### src/rtl/core/bn_pkg.sv
// bn_pkg: shared types and constants for the batch-normalization block
// used by bn_ctrl, bn_dp and batchnorm_inference_top
package bn_pkg;

    localparam logic [0:0] CFG_CHANNEL_COUNT = 1'b0;
    localparam logic [0:0] CFG_EPSILON       = 1'b1;

    localparam logic FUNC_LOAD   = 1'b0;
    localparam logic FUNC_SAMPLE = 1'b1;

    localparam logic [1:0] SEL_GAMMA = 2'd0;
    localparam logic [1:0] SEL_BETA  = 2'd1;
    localparam logic [1:0] SEL_MEAN  = 2'd2;
    localparam logic [1:0] SEL_VAR   = 2'd3;

    typedef enum logic [3:0] {
        ST_CLEAR,
        ST_IDLE,
        ST_READ,
        ST_SQRT_INIT,
        ST_SQRT,
        ST_DIV_INIT,
        ST_DIV,
        ST_MUL_LO,
        ST_MUL_HI,
        ST_SUM,
        ST_OUT
    } bn_state_t;

    // controller to datapath
    typedef struct packed {
        logic capture;
        logic sqrt_init;
        logic sqrt_step;
        logic div_init;
        logic div_step;
        logic mul_lo;
        logic mul_hi;
        logic sum;
    } bn_cmd_t;

endpackage

### src/rtl/core/bn_ctrl.sv
// bn_ctrl: sequencer for clear sweep, root, divide, multiply and output
// depends on bn_pkg
module bn_ctrl (
    input  logic              clk,
    input  logic              rst_n,
    input  logic              clear_done,
    input  logic              sample_take,
    input  logic              out_taken,
    input  logic [5:0]        step_cnt,
    output bn_pkg::bn_cmd_t   cmd,
    output bn_pkg::bn_state_t state,
    output logic              step_clr
);

    bn_pkg::bn_state_t state_reg, state_next;

    // state register
    always_ff @(posedge clk or negedge rst_n)
    begin
        if (!rst_n)
        begin
            state_reg <= bn_pkg::ST_CLEAR;
        end
        else
        begin
            state_reg <= state_next;
        end
    end

    // next state
    always_comb
    begin
        state_next = state_reg;
        case (state_reg)
            bn_pkg::ST_CLEAR:     if (clear_done) state_next = bn_pkg::ST_IDLE;
            bn_pkg::ST_IDLE:      if (sample_take) state_next = bn_pkg::ST_READ;
            bn_pkg::ST_READ:      state_next = bn_pkg::ST_SQRT_INIT;
            bn_pkg::ST_SQRT_INIT: state_next = bn_pkg::ST_SQRT;
            bn_pkg::ST_SQRT:      if (step_cnt == 6'd24) state_next = bn_pkg::ST_DIV_INIT;
            bn_pkg::ST_DIV_INIT:  state_next = bn_pkg::ST_DIV;
            bn_pkg::ST_DIV:       if (step_cnt == 6'd48) state_next = bn_pkg::ST_MUL_LO;
            bn_pkg::ST_MUL_LO:    state_next = bn_pkg::ST_MUL_HI;
            bn_pkg::ST_MUL_HI:    state_next = bn_pkg::ST_SUM;
            bn_pkg::ST_SUM:       state_next = bn_pkg::ST_OUT;
            bn_pkg::ST_OUT:       if (out_taken) state_next = bn_pkg::ST_IDLE;
            default:              state_next = bn_pkg::ST_IDLE;
        endcase
    end

    // command outputs
    always_comb
    begin
        cmd      = '0;
        step_clr = 1'b0;
        case (state_reg)
            bn_pkg::ST_READ:      cmd.capture = 1'b1;
            bn_pkg::ST_SQRT_INIT:
            begin
                cmd.sqrt_init = 1'b1;
                step_clr      = 1'b1;
            end
            bn_pkg::ST_SQRT:      cmd.sqrt_step = 1'b1;
            bn_pkg::ST_DIV_INIT:
            begin
                cmd.div_init = 1'b1;
                step_clr     = 1'b1;
            end
            bn_pkg::ST_DIV:       cmd.div_step = 1'b1;
            bn_pkg::ST_MUL_LO:    cmd.mul_lo = 1'b1;
            bn_pkg::ST_MUL_HI:    cmd.mul_hi = 1'b1;
            bn_pkg::ST_SUM:       cmd.sum = 1'b1;
            default:              cmd = '0;
        endcase
    end

    assign state = state_reg;

endmodule

### config.mk
export PLATFORM = sky130hd
export DESIGN_NAME = bn_ctrl
export DESIGN_NICKNAME = d
export VERILOG_FILES = /design/src/rtl/core/bn_pkg.sv /design/src/rtl/core/bn_ctrl.sv
export SDC_FILE = /design/constraint.sdc
export NUM_CORES = 1
export LEC_CHECK = 0
export ABC_CLOCK_PERIOD_IN_PS = 3350
export BUFFER_PORTS_ARGS = -buffer_cell sky130_fd_sc_hd__clkbuf_2
export CORE_AREA = 2 2 39 41
export CTS_CLUSTER_DIAMETER = 30
export CTS_CLUSTER_SIZE = 8
export DETAILED_ROUTE_END_ITERATION = 6
export DIE_AREA = 0 0 41 43
export PLACE_DENSITY_LB_ADDON = 0.05
export SLEW_MARGIN = 10
export SYNTH_ARGS = -nofsm -noshare
export SYNTH_HDL_FRONTEND = slang
export SYNTH_SLANG_ARGS = --single-unit
### constraint.sdc
create_clock -name clk -period 3.35 [get_ports clk]
set_input_delay 0.67 -clock clk [delete_from_list [all_inputs] [get_ports clk]]
set_output_delay 0.67 -clock clk [all_outputs]
set_load 0.05 [all_outputs]
==> results.tsv <==
stage	metric	value	unit
cts	cell at the root of the clock tree	clkbuf_4	
floorplanning	die extent in x	41	µm
cts	clk slew on worst S/H paths	0.04	ns
routing	drt pass-1 iters	4	
floorplanning	Initial Util	24.1	%
worst_setup_path	Crit path arrival time	1.57	ns
cells_and_area	Area growth syn-to-layout	37.1	%
global_routing	vias in the first global route	330	
cells_and_area	final-stage net count	80	
floorplanning	die area	1760	µm²
sta	unrepaired setup endpoints after global routing	false	
sta	final setup fails	0	
sta	setup TNS	0	ns
synthesis	Ys Warns	0	
worst_setup_path	CP max FO	12	
global_routing	total grt overflow	0	
placement	number of port buffers	23	
synthesis	Avg Inst Size Synth	7.42	µm²
placement	post-DP HPWL	686	µm
cts	TritonCTS clock tree	done	
placement	GPL Wtd Cong	0.680	
sta	FMAX	0.446	GHz
worst_setup_path	critical path's top delay family	flip-flops	
cts	H-tree depth	1	
synthesis	Netlist Area Pre-Place	334	µm²
routing	Via Count	372	
cts	Post-CTS Hold Fix Bufs	0	
worst_setup_path	crit-path max cell delay	0.55	ns
floorplanning	Ports	24	
routing	wire per inst	10.2	µm
synthesis	syn nets	56	
routing	total wire length	844	µm
floorplanning	Rows	14	
synthesis	FF+latch count, synth	4	
sta	final worst path period share	67.0	%
global_routing	initial antenna violation count	0	
cells_and_area	max reg flops	4	
synthesis	Cell variety after synth	19	
worst_setup_path	Buf/Inv on CP	1	
worst_setup_path	Setup crit end kind	primary output	
worst_setup_path	Required @ worst endpoint	2.68	ns
routing	final antenna-violating net count	0	
sta	clk_skew	0.00400	ns
sta	relative slew slack	75.2	%
min_path	hold crit path type	input port to asynchronous set/reset pin	
global_routing	largest net degree at the start of global routing	13	
worst_setup_path	Crit Path Class	flip-flop to primary output	
sta	Slew @ Worst Pin	0.371	ns
synthesis	Synth area leader	dfrtp_1	
worst_setup_path	crit path launch type	flip-flop	
global_routing	Tot GR Track Use	10.7	%
synthesis	Top FF cell, synth	dfrtp_1	
cts	# clock sinks	4	
cells_and_area	Diodes inserted	0	
sta	final hold vios	0	
worst_setup_path	worst-path cell chain	nand2_1 > nor3_1 > or2_1 > clkbuf_2	
routing	# DRC	0	
worst_setup_path	internal reg-to-reg setup slack	2.07	ns
cts	clock latency on the worst-skew pair	0.23	ns
global_routing	first-pass GRT wire length	1.30	mm
synthesis	dominant cells by area after synthesis	dfrtp_1 30%, nor2_1 9.0%, nor3_1 7.5%	
cts	postcts setup bufs	0	
synthesis	Mapped Cells	45	
job	max-capacitance violation count	0	
cells_and_area	share of layout cells above drive strength 1	41.8	%
routing	vias per cell	4.48	
floorplanning	die height	43	µm
worst_setup_path	R2R Path Start	state[3]	
cts	post-cts repair resize count	0	
cts	cts bufs inserted	3	
run_status	status	completed	
synthesis	EDFF count, synth	0	
synthesis	Synth async-reset ratio	100	%
synthesis	sequential-to-total area share from yosys stat	30.0	%
sta	Tmin final	2.24	ns
floorplanning	Placeable Area	1380	µm²
routing	drt initial violations	9	
cts	clk buf depth	2	
worst_setup_path	critical path's slowest cell	dfrtp_1	
worst_setup_path	Worst Reg2Reg Path Length in Cells	3	
sta	Slew Limit Fails	0	
worst_setup_path	FF-to-FF End	state[1]	
synthesis	Synth top area share	30.0	%
-- cell usage in the layout (no fill, tap or decap) --
cell	instances
o31ai_1	1
or2_1	1
nor3_1	5
a21o_1	1
o21ai_2	1
nor4b_1	1
nand2_1	3
nand2b_1	3
o22ai_1	1
a21oi_1	2
xor2_1	1
a31oi_1	3
nor2_1	8
clkbuf_2	23
or3_4	1
o21ai_0	2
dfrtp_1	4
clkbuf_4	3
inv_1	3
-- worst register-to-register path: stages (launching register included) --
cell and delay [ns]:
dfrtp_1 0.48, or3_4 0.44, a31oi_1 0.17, a21oi_1 0.05
-- layer usage --
metal	track usage, %	wire [µm]
met1	16.3	425
met2	12.5	337
met3	2.09	81
met4	8.00	0
met5	0	0
-- through the flow --
step / util, % / instances / worst slack, ns / hold slack (ns) / area (µm²)
3_3_place_gp: 31.5 / 80 / 1.32 / 0.488 / 435
4_1_cts: 33.1 / 83 / 1.09 / 0.236 / 458
2_1_floorplan: - / 45 / 0.102 / 0.374 / 334
6_report: 33.1 / 83 / 1.11 / 0.237 / 458
3_5_place_dp: 31.5 / 80 / 1.34 / 0.484 / 435
5_1_grt: 33.1 / 83 / 0.952 / 0.239 / 458
-- cells in the mapped netlist, types with 2 or more instances --
cell / count
a21oi_1: 2
a31oi_1: 3
buf_4: 3
dfrtp_1: 4
inv_1: 3
nand2_1: 3
nand2b_1: 3
nor2_1: 8
nor3_1: 5
o21ai_0: 2
-- logic make-up after synthesis --
family          count (synthesis)  share of synthesized area [%]
buf+inv                         7                           13.5
flops                           4                           30.0
compound gates                 11                           20.6
xor+xnor                        1                           2.62
simple gates                   22                           33.3
-- layout make-up --
cell class / instances / area (µm²)
multi-input cells: 34 / 189
flip-flops and latches: 4 / 100
clock buffers: 3 / 22.5
fillers: 159 / 926
repair buffers: 23 / 115
well taps: 16 / 20.0
inverters: 3 / 11.3
-- worst max path at each step --
stage | start | to | slack, ns | cells after the start
detailed placement | state[1] | step_clr | 1.34 | 4
floorplan | state[1] | step_clr | 0.10 | 4
finish | state[1] | step_clr | 1.11 | 4
CTS | state[1] | step_clr | 1.09 | 4
global placement | state[1] | step_clr | 1.32 | 4
global route | state[1] | step_clr | 0.95 | 4
Power is left out: the tool's default activity adds up to more than one toggle a clock period on the data nets, which glitch-free logic cannot reach.
