===== config.mk =====
export PLATFORM = sky130hd
export DESIGN_NAME = bn_dp
export DESIGN_NICKNAME = d
export VERILOG_FILES = /design/src/rtl/core/bn_pkg.sv /design/src/rtl/core/bn_dp.sv
export SDC_FILE = /design/constraint.sdc
export NUM_CORES = 2
export LEC_CHECK = 0
export ABC_AREA = 1
export BUFFER_PORTS_ARGS = -buffer_cell sky130_fd_sc_hd__buf_4
export CELL_PAD_IN_SITES_DETAIL_PLACEMENT = 0
export CELL_PAD_IN_SITES_GLOBAL_PLACEMENT = 1
export CORE_MARGIN = 1
export CORE_UTILIZATION = 50
export CTS_BUF_LIST = sky130_fd_sc_hd__clkbuf_4
export DETAILED_ROUTE_END_ITERATION = 10
export PLACE_DENSITY_LB_ADDON = 0.3
export SLEW_MARGIN = 0
export SYNTH_ARGS = -nofsm -noshare
export SYNTH_HDL_FRONTEND = slang
export SYNTH_SLANG_ARGS = --single-unit

===== constraint.sdc =====
create_clock -name clk -period 7.7 [get_ports clk]
set_input_delay 1.155 -clock clk [delete_from_list [all_inputs] [get_ports clk]]
set_output_delay 1.155 -clock clk [all_outputs]
set_load 0.01 [all_outputs]

===== src/rtl/core/bn_pkg.sv =====
// bn_pkg: shared types and constants for the batch-normalization block
// used by bn_ctrl, bn_dp and batchnorm_inference_top
package bn_pkg;

    localparam logic [0:0] CFG_CHANNEL_COUNT = 1'b0;
    localparam logic [0:0] CFG_EPSILON       = 1'b1;

    localparam logic FUNC_LOAD   = 1'b0;
    localparam logic FUNC_SAMPLE = 1'b1;

    localparam logic [1:0] SEL_GAMMA = 2'd0;
    localparam logic [1:0] SEL_BETA  = 2'd1;
    localparam logic [1:0] SEL_MEAN  = 2'd2;
    localparam logic [1:0] SEL_VAR   = 2'd3;

    typedef enum logic [3:0] {
        ST_CLEAR,
        ST_IDLE,
        ST_READ,
        ST_SQRT_INIT,
        ST_SQRT,
        ST_DIV_INIT,
        ST_DIV,
        ST_MUL_LO,
        ST_MUL_HI,
        ST_SUM,
        ST_OUT
    } bn_state_t;

    // controller to datapath
    typedef struct packed {
        logic capture;
        logic sqrt_init;
        logic sqrt_step;
        logic div_init;
        logic div_step;
        logic mul_lo;
        logic mul_hi;
        logic sum;
    } bn_cmd_t;

endpackage


===== src/rtl/core/bn_dp.sv =====
// bn_dp: arithmetic datapath: bit-serial root, restoring divide, split multiply
// depends on bn_pkg
module bn_dp (
    input  logic             clk,
    input  bn_pkg::bn_cmd_t  cmd,
    input  logic [31:0]      sample,
    input  logic [15:0]      epsilon,
    input  logic [31:0]      gamma_rd,
    input  logic [31:0]      beta_rd,
    input  logic [31:0]      mean_rd,
    input  logic [31:0]      var_rd,
    output logic [31:0]      result,
    output logic             sat
);

    logic signed [32:0] diff_reg;
    logic signed [32:0] gam_reg;
    logic signed [31:0] beta_reg;
    logic [33:0]        s_reg;
    logic [49:0]        rem_sq_reg;
    logic [49:0]        res_reg;
    logic [49:0]        bit_reg;
    logic [48:0]        num_reg;
    logic [24:0]        drem_reg;
    logic [40:0]        q_reg;
    logic               qneg_reg;
    logic               gneg_reg;
    logic [31:0]        ug_reg;
    logic [63:0]        lo_reg;
    logic [56:0]        shifted_reg;
    logic               rembit_reg;
    logic [31:0]        result_reg;
    logic               sat_reg;

    logic signed [33:0] s_raw;
    logic [49:0]        rb;
    logic [24:0]        d_root;
    logic [25:0]        trial;
    logic [32:0]        udiff;
    logic [8:0]         ah;
    logic [40:0]        hi_prod;
    logic               pneg;
    logic signed [58:0] p_val;
    logic signed [58:0] y_val;

    // variance sum, floored at one lsb
    always_comb
    begin
        s_raw = 34'(signed'(var_rd)) +
                34'((epsilon == 16'd0) ? 16'd1 : epsilon);
        rb    = res_reg + bit_reg;
        d_root = 25'(res_reg);
        if (d_root == 25'd0) d_root = 25'd1;
        trial  = {drem_reg, num_reg[48]} - {1'b0, d_root};
        udiff  = diff_reg[32] ? 33'(-diff_reg) : 33'(diff_reg);
        ah     = q_reg[40:32];
        hi_prod = 41'(ah) * 41'(ug_reg);
        pneg   = (qneg_reg != gneg_reg) && (q_reg != 41'd0) && (ug_reg != 32'd0);
        p_val  = pneg ? -59'(shifted_reg + 57'(rembit_reg)) : 59'(shifted_reg);
        y_val  = p_val + 59'(beta_reg);
    end

    // sequenced arithmetic registers
    always_ff @(posedge clk)
    begin
        if (cmd.capture)
        begin
            diff_reg <= 33'(signed'(sample)) - 33'(signed'(mean_rd));
            gam_reg  <= 33'(signed'(gamma_rd));
            beta_reg <= signed'(beta_rd);
            s_reg    <= (s_raw < 34'sd1) ? 34'd1 : 34'(s_raw);
        end
        if (cmd.sqrt_init)
        begin
            rem_sq_reg <= {s_reg, 16'd0};
            res_reg    <= '0;
            bit_reg    <= 50'd1 << 48;
            qneg_reg   <= diff_reg[32];
            gneg_reg   <= gam_reg[32];
            ug_reg     <= gam_reg[32] ? 32'(-gam_reg) : 32'(gam_reg);
        end
        if (cmd.sqrt_step)
        begin
            if (rem_sq_reg >= rb)
            begin
                rem_sq_reg <= rem_sq_reg - rb;
                res_reg    <= (res_reg >> 1) + bit_reg;
            end
            else
            begin
                res_reg <= res_reg >> 1;
            end
            bit_reg <= bit_reg >> 2;
        end
        if (cmd.div_init)
        begin
            num_reg  <= {udiff, 16'd0};
            drem_reg <= '0;
            q_reg    <= '0;
        end
        if (cmd.div_step)
        begin
            num_reg <= num_reg << 1;
            if (!trial[25])
            begin
                drem_reg <= trial[24:0];
                q_reg    <= {q_reg[39:0], 1'b1};
            end
            else
            begin
                drem_reg <= {drem_reg[23:0], num_reg[48]};
                q_reg    <= {q_reg[39:0], 1'b0};
            end
        end
        if (cmd.mul_lo)
        begin
            lo_reg <= 64'(q_reg[31:0]) * 64'(ug_reg);
        end
        if (cmd.mul_hi)
        begin
            shifted_reg <= {hi_prod, 16'd0} + 57'(lo_reg[63:16]);
            rembit_reg  <= lo_reg[15:0] != 16'd0;
        end
        if (cmd.sum)
        begin
            if (y_val > 59'sd2147483647)
            begin
                result_reg <= 32'h7fff_ffff;
                sat_reg    <= 1'b1;
            end
            else if (y_val < -59'sd2147483648)
            begin
                result_reg <= 32'h8000_0000;
                sat_reg    <= 1'b1;
            end
            else
            begin
                result_reg <= y_val[31:0];
                sat_reg    <= 1'b0;
            end
        end
    end

    assign result = result_reg;
    assign sat    = sat_reg;

endmodule


==> results by group <==
Global routing
  • Largest net degree at the start of global routing: between 100 and 150
  • First-pass GRT wire length: 424000 um
  • Vias in the first global route: between 70000 and 80000
  • GRT Residual Overflow: 0
  • Gr usage total: a little under a third
  • Initial antenna violation count: 4

Setup path
  • Crit end category: register
  • Worst reg2reg endpoint: lo_reg[35]
  • Worst reg2reg startpoint: ug_reg[9]
  • R2r worst-path depth: 27
  • Critical path peak fanout: 33
  • Data required time at the worst endpoint: 8.59 ns
  • Crit path arrival time: 8.37 ns
  • Internal reg-to-reg setup slack: 0.22 ns
  • Critical setup path kind: register to register
  • Crit path launch type: register

Layout
  • Filler cell count: 16900
  • Area Growth Syn to Fin: 8.48%
  • Nets: between 10000 and 15000
  • Fin area: 0.0954 mm^2
  • Layout cells sized above 1: between 7 and 8%
  • Max reg flops: 64

Detailed routing
  • Initial DRC Count: 5821
  • Routed vias: roughly 76000
  • Vias per Instance: approximately 5.2
  • Wire length per cell: around 18 um
  • WL met1: 115000 um
  • Met3 WL: around 16000 um
  • Detailed Routing Iterations Pass 1: 6
  • DR top layer: met4
  • Drt total wl: approximately 270000 um
  • DRC: 0
  • Met2 WL: 127000 um
  • Post-route ant nets: 0

Synth
  • Post-synth EDFFs: 492
  • Count leader, synth: nand2_1
  • Biggest area consumer among synthesized cells: fa_1
  • Ranking of synthesized cells by area: fa_1 (25%), edfxtp_1 (17%), nand2_1 (13%)
  • Syn_nets: between 10000 and 15000
  • Yosys warns: 0
  • Synthesized instance count: approximately 12000
  • Asr flop ratio synth: 0%
  • Sequential-to-total area share from yosys stat: approximately 18%
  • Post-synthesis cell type count: 71
  • Post-synth top cells: nand2_1 (3073), inv_1 (2785), fa_1 (1113)
  • Mean post-synth cell area: roughly 7.4 um^2
  • Most frequently used flop master after synthesis: edfxtp_1
  • FF+latch count, synth: around 540
  • Area of the mapped netlist: approximately 0.088 mm^2
  • Synth top area share: roughly 25%

Flow run
  • Max cap viols: 0

STA
  • Slew Limit Fails: 0
  • Fin crit period: around 7.5 ns
  • Worst-Margin Slew: approximately 1.0 ns
  • Clk_skew: just under 0.1 ns
  • Period utilization: 97.1%
  • Final Hold Vio Count: 0
  • Min Hold Slack: 0.134 ns
  • Peak Freq: approximately 130 MHz
  • Max_slew headroom: around a third
  • Final setup fails: 0

Worst hold path
  • Hold Path Depth: 1
  • Hold Startpoint: beta_rd[3]
  • Worst-case hold path end point: beta_reg[3]
  • Worst hold path class: input port to register

Clock tree
  • CTS tree: yes
  • # hold bufs at CTS: 0
  • Reg clk slew, reported paths: roughly 0.070 ns
  • Clk_lat worst skew: approximately 1.2 ns
  • H-tree Lvls: 4
  • Total CTS buffers: 157
  • Clock Path Buffers: 3
  • Root Buffer: clkbuf_4
  • TritonCTS Sinks: between 500 and 600

Floorplan
  • Die Ht: around 420 um
  • DIE WIDTH: 421 um
  • Core region area: 0.174 mm^2
  • FP Rows: 153
  • Starting density of the core: between 50% and 60%
  • Die Area: 0.178 mm^2
  • IO Count: ~220

Place
  • Port bufs: roughly 220
  • Hpwl dp: approximately 220000 um
  • Gpl congestion: 0.954
  • Placed inst area: just over 0.09 mm^2

Outcome
  • Status: completed
==> area by class of cell <==
cell class                      count  area [um^2]  share of cell area [%]
Antenna cell                       11         27.5                  0.0289
Clock buffer                      207         1550                    1.63
Clock inverter                     62          479                   0.502
Inverter                         2794        10500                    11.0
Multi-Input combinational cell   8050        60100                    63.0
Sequential cell                   543        15800                    16.6
Tap cell                         2325         2910                    3.05
Timing Repair Buffer              476         4010                    4.21
==> cell families after synthesis <==
family | synth area share, %
muxes | 0.239
buffers and inverters | 13.9
DFF | 18.0
adders and majority gates | 34.6
and+or+nand+nor | 20.5
xor gates and xnor gates | 4.14
AOI/OAI and AO/OA | 8.68
other | 0.00427
==> stage by stage <==
step	setup WS (ns)	std cells	TNS [ns]	util, %
after floorplan	0.822	11800	0	-
after global placement	-0.0790	14200	-0.158	53.3
after detailed placement	-0.127	14200	-0.332	53.3
after CTS	0.00935	14400	0	54.5
after global routing	-0.00746	14500	-0.0139	54.7
final	0.222	14500	0	54.7
==> worst max-delay path by stage <==
stage / depth (start not counted) / slack [ns] / from / end
6_report: 27 / 0.22 / ug_reg[9] / lo_reg[35]
5_1_grt: 22 / -0.007 / ug_reg[8] / lo_reg[56]
4_1_cts: 26 / 0.009 / q_reg[13] / lo_reg[57]
3_5_place_dp: 25 / -0.13 / ug_reg[16] / lo_reg[57]
3_3_place_gp: 25 / -0.08 / q_reg[21] / lo_reg[57]
2_1_floorplan: 27 / 0.82 / q_reg[12] / lo_reg[48]
==> cells in the final DEF, fill, tap and decap left out, types with 33 or more instances in the layout <==
| master | n |
|---|---|
| nor4_1 | 43 |
| buf_4 | 436 |
| dfxtp_1 | 51 |
| xnor2_1 | 158 |
| nor3_1 | 83 |
| o21ai_0 | 410 |
| o21ai_1 | 48 |
| clkbuf_4 | 207 |
| nand2_1 | 3069 |
| fa_1 | 1113 |
| o21bai_1 | 49 |
| xor2_1 | 255 |
| clkinv_1 | 38 |
| a21o_1 | 38 |
| inv_1 | 2784 |
| a21oi_1 | 574 |
| a31oi_1 | 103 |
| nand3_1 | 278 |
| buf_12 | 33 |
| nor2_1 | 796 |
| ha_1 | 645 |
| nor2_2 | 36 |
| edfxtp_1 | 492 |
| nand4_1 | 61 |
==> metal layers <==
layer  up-vias  global-route usage, %
met5         -                      0
met4         0                   10.1
met3       473                   3.72
met2      2470                   51.2
met1     36300                   39.9
li1      36500                      -
==> critical path, cell delays in order (launching register included) <==
cell      delay, ns
edfxtp_1       0.45
buf_12         0.22
nand2_1        0.09
inv_1          0.05
fa_1           0.49
fa_1           0.48
fa_1           0.50
inv_1          0.06
fa_1           0.48
inv_1          0.05
fa_1           0.50
inv_1          0.05
fa_1           0.53
inv_1          0.05
fa_1           0.47
inv_1          0.05
fa_1           0.47
inv_1          0.05
ha_1           0.32
nand2_1        0.12
nor2_1         0.22
inv_1          0.08
o21ai_1        0.32
nand2_1        0.09
nand2_1        0.14
a21oi_1        0.10
o21bai_1       0.20
xor2_1         0.50
==> timing repair <==
item,CTS,global route
resized for setup,5,48
buffers inserted,10,27
pin swaps,0,4
setup endpoints to repair,6,24
Power is left out: the tool's default activity adds up to more than one toggle a clock period on the data nets, which glitch-free logic cannot reach.
